$ cat src/hw/rtl/kplock_pkg.sv
// Shared definitions for the keypad PIN lock: event codes, key codes,
// register map and configuration reset values.
// No dependencies.
`default_nettype none

package kplock_pkg;

	// Default entry length
	localparam int unsigned PIN_DIGITS_DEF = 4;

	// Register map: byte address width and word index per register
	localparam int unsigned ADDR_W = 4;
	typedef enum logic [1:0] {
		REG_PIN_CODE     = 2'd0,
		REG_MAX_FAILURES = 2'd1,
		REG_LOCKOUT_SECS = 2'd2
	} reg_idx_t;

	// Configuration reset values ("1234", three tries, thirty seconds)
	localparam logic [31:0] PIN_CODE_RST     = 32'h3132_3334;
	localparam logic [3:0]  MAX_FAILURES_RST = 4'd3;
	localparam logic [7:0]  LOCKOUT_SECS_RST = 8'd30;

	// Item kinds
	localparam logic OP_KEY  = 1'b0;
	localparam logic OP_TICK = 1'b1;

	// Special keys
	localparam logic [7:0] KEY_NONE  = 8'h00;
	localparam logic [7:0] KEY_CHECK = 8'h23; // '#'
	localparam logic [7:0] KEY_STAR  = 8'h2A; // '*'
	localparam logic [7:0] KEY_DEL   = 8'h44; // 'D'

	// Result event codes
	typedef enum logic [3:0] {
		EV_NONE         = 4'd0,
		EV_STORED       = 4'd1,
		EV_DELETED      = 4'd2,
		EV_CLEARED      = 4'd3,
		EV_ACCEPTED     = 4'd4,
		EV_REJECTED     = 4'd5,
		EV_LOCK_START   = 4'd6,
		EV_LOCK_TICK    = 4'd7,
		EV_LOCK_END     = 4'd8,
		EV_CLOSED       = 4'd9,
		EV_ALREADY_OPEN = 4'd10
	} ev_code_t;

	// PIN character idx, first character in the top byte; zero past the fourth
	function automatic logic [7:0] pin_char(input logic [31:0] pin, input int unsigned idx);
		logic [7:0] ch;
		ch = 8'h00;
		if (idx < 4) begin
			ch = 8'(pin >> (24 - 8 * idx));
		end
		return ch;
	endfunction

endpackage

`default_nettype wire

$ cat src/hw/rtl/keypad_pin_lock_with_lockout.sv
// Keypad PIN lock with failed-attempt lockout and light alarm (top level).
// An accepted item passes the input register, then the result register.
// Throughput: one item per cycle unless out_stall holds; one compare/update pass.
// Reset: arst_n clears state and output valid, and loads the default PIN, limits.
// Entry characters have no reset; only written characters are ever compared.
// Depends on kplock_pkg.
`default_nettype none

module keypad_pin_lock_with_lockout #(
	parameter int unsigned PIN_DIGITS = kplock_pkg::PIN_DIGITS_DEF
) (
	input  wire logic                          clk,
	input  wire logic                          arst_n,
	// APB configuration port
	input  wire logic                          psel,
	input  wire logic                          penable,
	input  wire logic                          pwrite,
	input  wire logic [kplock_pkg::ADDR_W-1:0] paddr,
	input  wire logic [31:0]                   pwdata,
	output logic      [31:0]                   prdata,
	output logic                               pready,
	// Input channel
	input  wire logic                          in_valid,
	output logic                               in_stall,
	input  wire logic                          opcode,
	input  wire logic [7:0]                    key_code,
	input  wire logic                          light_detected,
	// Result channel
	output logic                               out_valid,
	input  wire logic                          out_stall,
	output logic [3:0]                         event_res,
	output logic                               lock_open,
	output logic                               alarm_on,
	output logic [2:0]                         digits_entered,
	output logic [3:0]                         failed_count,
	output logic [7:0]                         lockout_left,
	output logic                               buzzer_pulse
);
	import kplock_pkg::*;

	localparam int unsigned CNT_W = $clog2(PIN_DIGITS + 1);
	localparam int unsigned IDX_W = (PIN_DIGITS > 1) ? $clog2(PIN_DIGITS) : 1;

	// Configuration registers
	logic [31:0] pin_code_q;
	logic [3:0]  max_failures_q;
	logic [7:0]  lockout_secs_q;
	logic        cfg_wr;

	// Lock state
	logic [7:0]       entry_q [PIN_DIGITS];
	logic [CNT_W-1:0] count_q;
	logic [3:0]       fail_q;
	logic             open_q;
	logic             alarm_q;
	logic [7:0]       lock_q;

	// Input register
	logic       valid_s1;
	logic       opcode_s1;
	logic [7:0] key_s1;
	logic       light_s1;

	// Result register
	logic       valid_s2;
	ev_code_t   ev_s2;
	logic       open_s2;
	logic       alarm_s2;
	logic [2:0] digits_s2;
	logic [3:0] fail_s2;
	logic [7:0] lock_s2;
	logic       buzz_s2;

	// Handshake
	logic advance;
	logic commit;
	logic in_xfer;

	// Next state and result
	logic [CNT_W-1:0] n_count;
	logic [3:0]       n_fail;
	logic [3:0]       fail_inc;
	logic             n_open;
	logic             n_alarm;
	logic [7:0]       n_lock;
	ev_code_t         ev;
	logic             buzz;
	logic             entry_wr;
	logic             match;
	logic [2:0]       n_digits;

	// ---------------- configuration port ----------------
	assign pready = 1'b1;
	assign cfg_wr = psel && penable && pwrite && pready;

	always_ff @(posedge clk or negedge arst_n) begin
		if (!arst_n) begin
			pin_code_q     <= PIN_CODE_RST;
			max_failures_q <= MAX_FAILURES_RST;
			lockout_secs_q <= LOCKOUT_SECS_RST;
		end else if (cfg_wr) begin
			case (reg_idx_t'(paddr[ADDR_W-1:2]))
				REG_PIN_CODE:     pin_code_q     <= pwdata;
				REG_MAX_FAILURES: max_failures_q <= pwdata[3:0];
				REG_LOCKOUT_SECS: lockout_secs_q <= pwdata[7:0];
				default: ;
			endcase
		end
	end

	// Register readback
	always_comb begin
		case (reg_idx_t'(paddr[ADDR_W-1:2]))
			REG_PIN_CODE:     prdata = pin_code_q;
			REG_MAX_FAILURES: prdata = {28'd0, max_failures_q};
			REG_LOCKOUT_SECS: prdata = {24'd0, lockout_secs_q};
			default:          prdata = 32'd0;
		endcase
	end

	// ---------------- handshake ----------------
	// Result register moves when empty or taken; input register refills as it drains
	assign advance  = !valid_s2 || !out_stall;
	assign in_stall = valid_s1 && !advance;
	assign in_xfer  = in_valid && !in_stall;
	assign commit   = valid_s1 && advance;

	// Input register
	always_ff @(posedge clk or negedge arst_n) begin
		if (!arst_n) begin
			valid_s1 <= 1'b0;
		end else if (!in_stall) begin
			valid_s1 <= in_valid;
		end
	end

	always_ff @(posedge clk) begin
		if (in_xfer) begin
			opcode_s1 <= opcode;
			key_s1    <= key_code;
			light_s1  <= light_detected;
		end
	end

	// ---------------- PIN compare ----------------
	always_comb begin
		match = (count_q == CNT_W'(PIN_DIGITS)) && (pin_char(pin_code_q, PIN_DIGITS) == 8'h00);
		for (int unsigned i = 0; i < PIN_DIGITS; i++) begin
			if (entry_q[i] != pin_char(pin_code_q, i)) begin
				match = 1'b0;
			end
		end
	end

	// ---------------- step logic ----------------
	assign fail_inc = fail_q + 4'd1;

	always_comb begin
		n_count  = count_q;
		n_fail   = fail_q;
		n_open   = open_q;
		n_alarm  = alarm_q;
		n_lock   = lock_q;
		ev       = EV_NONE;
		buzz     = 1'b0;
		entry_wr = 1'b0;
		if (lock_q != 8'd0) begin
			// Lockout: only ticks count down
			if (opcode_s1 == OP_TICK) begin
				n_lock = lock_q - 8'd1;
				buzz   = 1'b1;
				ev     = (lock_q == 8'd1) ? EV_LOCK_END : EV_LOCK_TICK;
			end
		end else begin
			// Light while closed latches the alarm, then the key is handled
			if (!open_q && light_s1) begin
				n_alarm = 1'b1;
			end
			if (opcode_s1 == OP_KEY && key_s1 != KEY_NONE) begin
				case (key_s1)
					KEY_CHECK: begin
						if (open_q) begin
							ev = EV_ALREADY_OPEN;
						end else if (match) begin
							n_fail  = 4'd0;
							n_alarm = 1'b0;
							n_open  = 1'b1;
							ev      = EV_ACCEPTED;
						end else if (fail_inc >= max_failures_q) begin
							n_fail = 4'd0;
							n_lock = lockout_secs_q;
							ev     = EV_LOCK_START;
						end else begin
							n_fail = fail_inc;
							ev     = EV_REJECTED;
						end
						n_count = '0;
					end
					KEY_STAR: begin
						if (open_q) begin
							n_open  = 1'b0;
							n_alarm = 1'b0;
							ev      = EV_CLOSED;
						end else begin
							n_count = '0;
							ev      = EV_CLEARED;
						end
					end
					KEY_DEL: begin
						if (count_q != '0) begin
							n_count = count_q - CNT_W'(1);
							ev      = EV_DELETED;
						end
					end
					default: begin
						if (count_q < CNT_W'(PIN_DIGITS) && !open_q) begin
							entry_wr = 1'b1;
							n_count  = count_q + CNT_W'(1);
							ev       = EV_STORED;
						end
					end
				endcase
			end
		end
	end

	// Display count saturates at seven
	assign n_digits = (32'(n_count) > 32'd7) ? 3'd7 : 3'(n_count);

	// ---------------- state registers ----------------
	always_ff @(posedge clk or negedge arst_n) begin
		if (!arst_n) begin
			count_q <= '0;
			fail_q  <= 4'd0;
			open_q  <= 1'b0;
			alarm_q <= 1'b0;
			lock_q  <= 8'd0;
		end else if (commit) begin
			count_q <= n_count;
			fail_q  <= n_fail;
			open_q  <= n_open;
			alarm_q <= n_alarm;
			lock_q  <= n_lock;
		end
	end

	// Entry characters
	always_ff @(posedge clk) begin
		if (commit && entry_wr) begin
			entry_q[count_q[IDX_W-1:0]] <= key_s1;
		end
	end

	// ---------------- result register ----------------
	always_ff @(posedge clk or negedge arst_n) begin
		if (!arst_n) begin
			valid_s2 <= 1'b0;
		end else if (advance) begin
			valid_s2 <= valid_s1;
		end
	end

	always_ff @(posedge clk) begin
		if (commit) begin
			ev_s2     <= ev;
			open_s2   <= n_open;
			alarm_s2  <= n_alarm && (n_lock == 8'd0);
			digits_s2 <= n_digits;
			fail_s2   <= n_fail;
			lock_s2   <= n_lock;
			buzz_s2   <= buzz;
		end
	end

	assign out_valid      = valid_s2;
	assign event_res      = ev_s2;
	assign lock_open      = open_s2;
	assign alarm_on       = alarm_s2;
	assign digits_entered = digits_s2;
	assign failed_count   = fail_s2;
	assign lockout_left   = lock_s2;
	assign buzzer_pulse   = buzz_s2;

	// ---------------- assertions ----------------
	// Buzzer only on lockout ticks
	a_buzz_tick: assert property (@(posedge clk) disable iff (!arst_n)
		(out_valid && buzzer_pulse) |-> (event_res == EV_LOCK_TICK || event_res == EV_LOCK_END))
		else $error("buzzer pulse without lockout tick event");

	// Alarm output is muted during a lockout
	a_alarm_mute: assert property (@(posedge clk) disable iff (!arst_n)
		(out_valid && lockout_left != 8'd0) |-> !alarm_on)
		else $error("alarm sounding during lockout");

	// An open safe has no pending failures and no lockout
	a_open_clean: assert property (@(posedge clk) disable iff (!arst_n)
		(out_valid && lock_open) |-> (failed_count == 4'd0 && lockout_left == 8'd0))
		else $error("open safe with failures or lockout");

	// A held result keeps the input side stalled when the input register is full
	a_stall_hold: assert property (@(posedge clk) disable iff (!arst_n)
		(valid_s1 && out_valid && out_stall) |-> in_stall)
		else $error("input accepted while pipeline is blocked");

endmodule

`default_nettype wire
$ cat config.mk
export PLATFORM = sky130hd
export DESIGN_NAME = keypad_pin_lock_with_lockout
export DESIGN_NICKNAME = d
export VERILOG_FILES = /design/src/hw/rtl/kplock_pkg.sv /design/src/hw/rtl/keypad_pin_lock_with_lockout.sv
export SDC_FILE = /design/constraint.sdc
export NUM_CORES = 1
export LEC_CHECK = 0
export ABC_AREA = 1
export BUFFER_PORTS_ARGS = -buffer_cell sky130_fd_sc_hd__buf_4
export CORE_MARGIN = 2
export CORE_UTILIZATION = 60
export CTS_BUF_LIST = sky130_fd_sc_hd__clkbuf_4
export DETAILED_ROUTE_END_ITERATION = 7
export PLACE_DENSITY_LB_ADDON = 0.15
export RECOVER_POWER = 100
export SYNTH_ARGS = -nofsm -noshare
export SYNTH_HDL_FRONTEND = slang
export SYNTH_SLANG_ARGS = --single-unit
$ cat constraint.sdc
create_clock -name clk -period 5.7 [get_ports clk]
set_input_delay 1.71 -clock clk [delete_from_list [all_inputs] [get_ports clk]]
set_output_delay 1.71 -clock clk [all_outputs]
set_load 0.03 [all_outputs]
==> results.sh <==
export IMPL_outcome="finished, violations left"
export IMPL_failing_checks="capacitance limit, slew limit"
export IMPL_vdd_ir_drop_worst_v=0.000271
export IMPL_resized_after_cts=0
export IMPL_cts_tree="done"
export IMPL_antenna_violating_nets_post_route=0
export IMPL_timing_critical_path_from="paddr[3]"
export IMPL_finalWeightedCongestion=0.900
export IMPL_num_cts_buffers=17
export IMPL_die_height_um=109
export IMPL_first_pass_grt_wire_length_um=25700
export IMPL_power_sequential_fraction_pct=47.3
export IMPL_synthesis_nets=843
export IMPL_timing_hold_ws_ps=487
export IMPL_synth_main_ff_cell="sky130_fd_sc_hd__edfxtp_1"
export IMPL_detailroute_via_count=5590
export IMPL_cts_root_buf="sky130_fd_sc_hd__clkbuf_4"
export IMPL_pre_cts_ws_ps=753
export IMPL_min_period_ps=5030
export IMPL_htree_levels=4
export IMPL_worstSetupEndpointType="output port"
export IMPL_flow_area_growth_from_synthesis_pct=13.3
export IMPL_first_global_vias=5246
export IMPL_fraction_of_power_consumed_by_the_clock_network_pct=21.5
export IMPL_critical_path_required_ps=3990
export IMPL_layout_commonest_cell="sky130_fd_sc_hd__nand2_1"
export IMPL_grt_overflow_total=0
export IMPL_switching_power_w=0.00101
export IMPL_core_region_area_um2=10700
export IMPL_met3_wirelength_um=1340
export IMPL_ys_seq_area_share_pct=53.6
export IMPL_synth_lib_cells_used_distinct=44
export IMPL_number_of_synthesized_register_bits=127
export IMPL_worst_reg_to_reg_path_cell_count=11
export IMPL_timing_setup_tns_ps=0
export IMPL_finalNetCount=951
export IMPL_route_detailed_vias_per_inst=5.38
export IMPL_min_delay_path_class="register to register"
export IMPL_most_used_cells_in_the_layout_excluding_fill_and_tap_cells="sky130_fd_sc_hd__nand2_1 (209), sky130_fd_sc_hd__nor2_1 (105), sky130_fd_sc_hd__inv_1 (104)"
export IMPL_power_per_cell_area_nw_per_um2=361
export IMPL_layout_drive_gt1_share_pct=15.6
export IMPL_fp_dieArea_um2=11800
export IMPL_holdBufCountCts=0
export IMPL_postRouteWirelength_um=16300
export IMPL_n_fill_cell=943
export IMPL_n_antenna_cell=0
export IMPL_clock_input_transition_at_the_sequential_cells_of_the_worst_setup_and_hold_paths_ps=100
export IMPL_final_util_pct=69.3
export IMPL_worst_setup_path_type="primary input to output port"
export IMPL_crit_path_end="prdata[3]"
export IMPL_finalHoldViolCount=0
export IMPL_initial_core_util_pct=61.1
export IMPL_power_report_internal_total_w=0.00168
export IMPL_dr_pass1_iters=6
export IMPL_cts_repair_timing_setup_buffer_count=0
export IMPL_hpwl_um=12100
export IMPL_grt_max_degree=65
export IMPL_cp_max_fo=31
export IMPL_port_buffers=106
export IMPL_post_synth_cell_area_avg_um2=8.44
export IMPL_dieWidth_um=109
export IMPL_timing_rr_start="fail_q[0]"
export IMPL_maxClockFrequency_ghz=0.199
export IMPL_detail_route_wirelength_met1_um=7140
export IMPL_syn_area_um2=6570
export IMPL_multiInputGateArea_um2=2430
export IMPL_total_leakage_power_nw=3.57
export IMPL_slew_headroom_pct=-138
export IMPL_worst_clock_skew_ps=21.2
export IMPL_asyncSetResetFlopFracSynth_pct=49.6
export IMPL_detail_route_drc_violations=0
export IMPL_yosysWarningCount=0
export IMPL_wire_per_inst_um=15.7
export IMPL_initial_antenna_violation_count=0
export IMPL_sum_of_met2_wire_segment_lengths_after_detailed_routing_um=7560
export IMPL_timing_final_setup_violations=0
export IMPL_cts_buffer_depth=2
export IMPL_global_route_usage_over_all_layers_pct=29.3
export IMPL_combinationalPowerShare_pct=31.2
export IMPL_cts_sinks=127
export IMPL_crit_reg2reg_capture="fail_q[3]"
export IMPL_synthCells=778
export IMPL_synth_edff_count=64
export IMPL_grt_setup_unrepaired="false"
export IMPL_topRoutingLayerUsed="met4"
export IMPL_drt_initial_drc_count=445
export IMPL_critical_path_data_arrival_time_ps=3320
export IMPL_maxCapViolations=3
export IMPL_timing_final_ws_setup_ps=667
export IMPL_switching_share_pct=37.7
export IMPL_clock_insertion_delay_worst_skew_ps=530
export IMPL_crit_share_post_route_pct=88.3
export IMPL_slew_violations=183
export IMPL_footprint_of_the_flip_flops_and_latches_um2=3520
export IMPL_worst_slew_pin_transition_ps=3560
export IMPL_setup_worst_path_start_class="primary input"
export IMPL_rows=38
export IMPL_design_portCount=110
export IMPL_slack_of_the_worst_reg_to_reg_path_ps=2400
==> stage by stage <==
stage               power, W  instances  area [um^2]
floorplan            0.00190        778         6570
global placement     0.00216       1007         7450
detailed placement   0.00219       1007         7450
CTS                  0.00277       1039         7710
global route         0.00286       1039         7450
finish               0.00269       1039         7450
==> cell usage after synthesis, types with 2 or more instances <==
cell	number	area, um^2
sky130_fd_sc_hd__a21oi_1	34	170
sky130_fd_sc_hd__a21oi_2	2	17.5
sky130_fd_sc_hd__a31oi_1	2	12.5
sky130_fd_sc_hd__buf_4	2	15.0
sky130_fd_sc_hd__clkbuf_1	12	45.0
sky130_fd_sc_hd__clkbuf_8	2	27.5
sky130_fd_sc_hd__dfrtp_1	44	1100
sky130_fd_sc_hd__dfstp_2	19	499
sky130_fd_sc_hd__edfxtp_1	64	1920
sky130_fd_sc_hd__ha_1	12	150
sky130_fd_sc_hd__inv_1	103	387
sky130_fd_sc_hd__inv_2	19	71.3
sky130_fd_sc_hd__nand2_1	206	773
sky130_fd_sc_hd__nand2_2	7	43.8
sky130_fd_sc_hd__nand3_1	20	100
sky130_fd_sc_hd__nand3_2	5	50.1
sky130_fd_sc_hd__nand4_1	19	119
sky130_fd_sc_hd__nand4_2	3	37.5
sky130_fd_sc_hd__nor2_1	105	394
sky130_fd_sc_hd__nor2_2	9	56.3
sky130_fd_sc_hd__nor3_1	3	15.0
sky130_fd_sc_hd__o211ai_1	3	22.5
sky130_fd_sc_hd__o21ai_0	43	215
sky130_fd_sc_hd__o21ai_1	12	60.1
sky130_fd_sc_hd__o221ai_1	3	26.3
sky130_fd_sc_hd__xnor2_1	3	26.3
sky130_fd_sc_hd__xor2_1	5	43.8
==> critical path, stage by stage <==
cell and delay (ps):
sky130_fd_sc_hd__clkbuf_4 110, sky130_fd_sc_hd__nor2_1 200, sky130_fd_sc_hd__inv_1 510, sky130_fd_sc_hd__o221ai_1 440
sky130_fd_sc_hd__clkbuf_1 350
==> worst min-delay path by stage <==
stage	cells after the start	startpoint	to
floorplan	2	valid_s1	out_valid
global placement	2	alarm_q	alarm_q
detailed placement	2	max_failures_q[3]	max_failures_q[3]
CTS	2	pin_code_q[20]	pin_code_q[20]
global route	2	pin_code_q[9]	pin_code_q[9]
finish	2	valid_s1	out_valid
==> power groups by stage <==
stage	sequential (W)	clock [W]	combinational, W
2_1_floorplan	0.00133	0	0.000570
3_3_place_gp	0.00128	0	0.000875
3_5_place_dp	0.00129	0	0.000902
4_1_cts	0.00127	0.000589	0.000907
5_1_grt	0.00129	0.000634	0.000934
6_report	0.00127	0.000578	0.000839
==> per-layer routing <==
layer  global-route usage, %  vias up
met5                       0        -
met4                    9.52        0
met3                    6.81       27
met2                    46.3      242
met1                    40.3     2610
li1                        -     2711
==> sequential cells by signal, indices dropped and copies added, names as in the netlist, 8 cells and up <==
name and count:
key_s1 8, entry_q 32, lockout_left 8, pin_code_q 32
lockout_secs_q 8, lock_q 8
==> cell families after synthesis <==
kind of cell,share of synthesized area [%]
compound gates,8.67
xor+xnor,1.07
fa+ha+maj,2.29
buf+inv,8.84
flops,53.6
other cells,0.0571
simple gates,25.5
==> area by class of cell <==
| class | instances | area share (%) |
|---|---|---|
| clock buffers | 21 | 2.12 |
| clock inverters | 11 | 1.36 |
| inverters | 125 | 6.38 |
| multi-input cells | 508 | 32.6 |
| flip-flops and latches | 127 | 47.3 |
| well taps | 140 | 2.35 |
| repair buffers | 107 | 7.86 |
No activity file was read; power rests on OpenSTA's default activity.
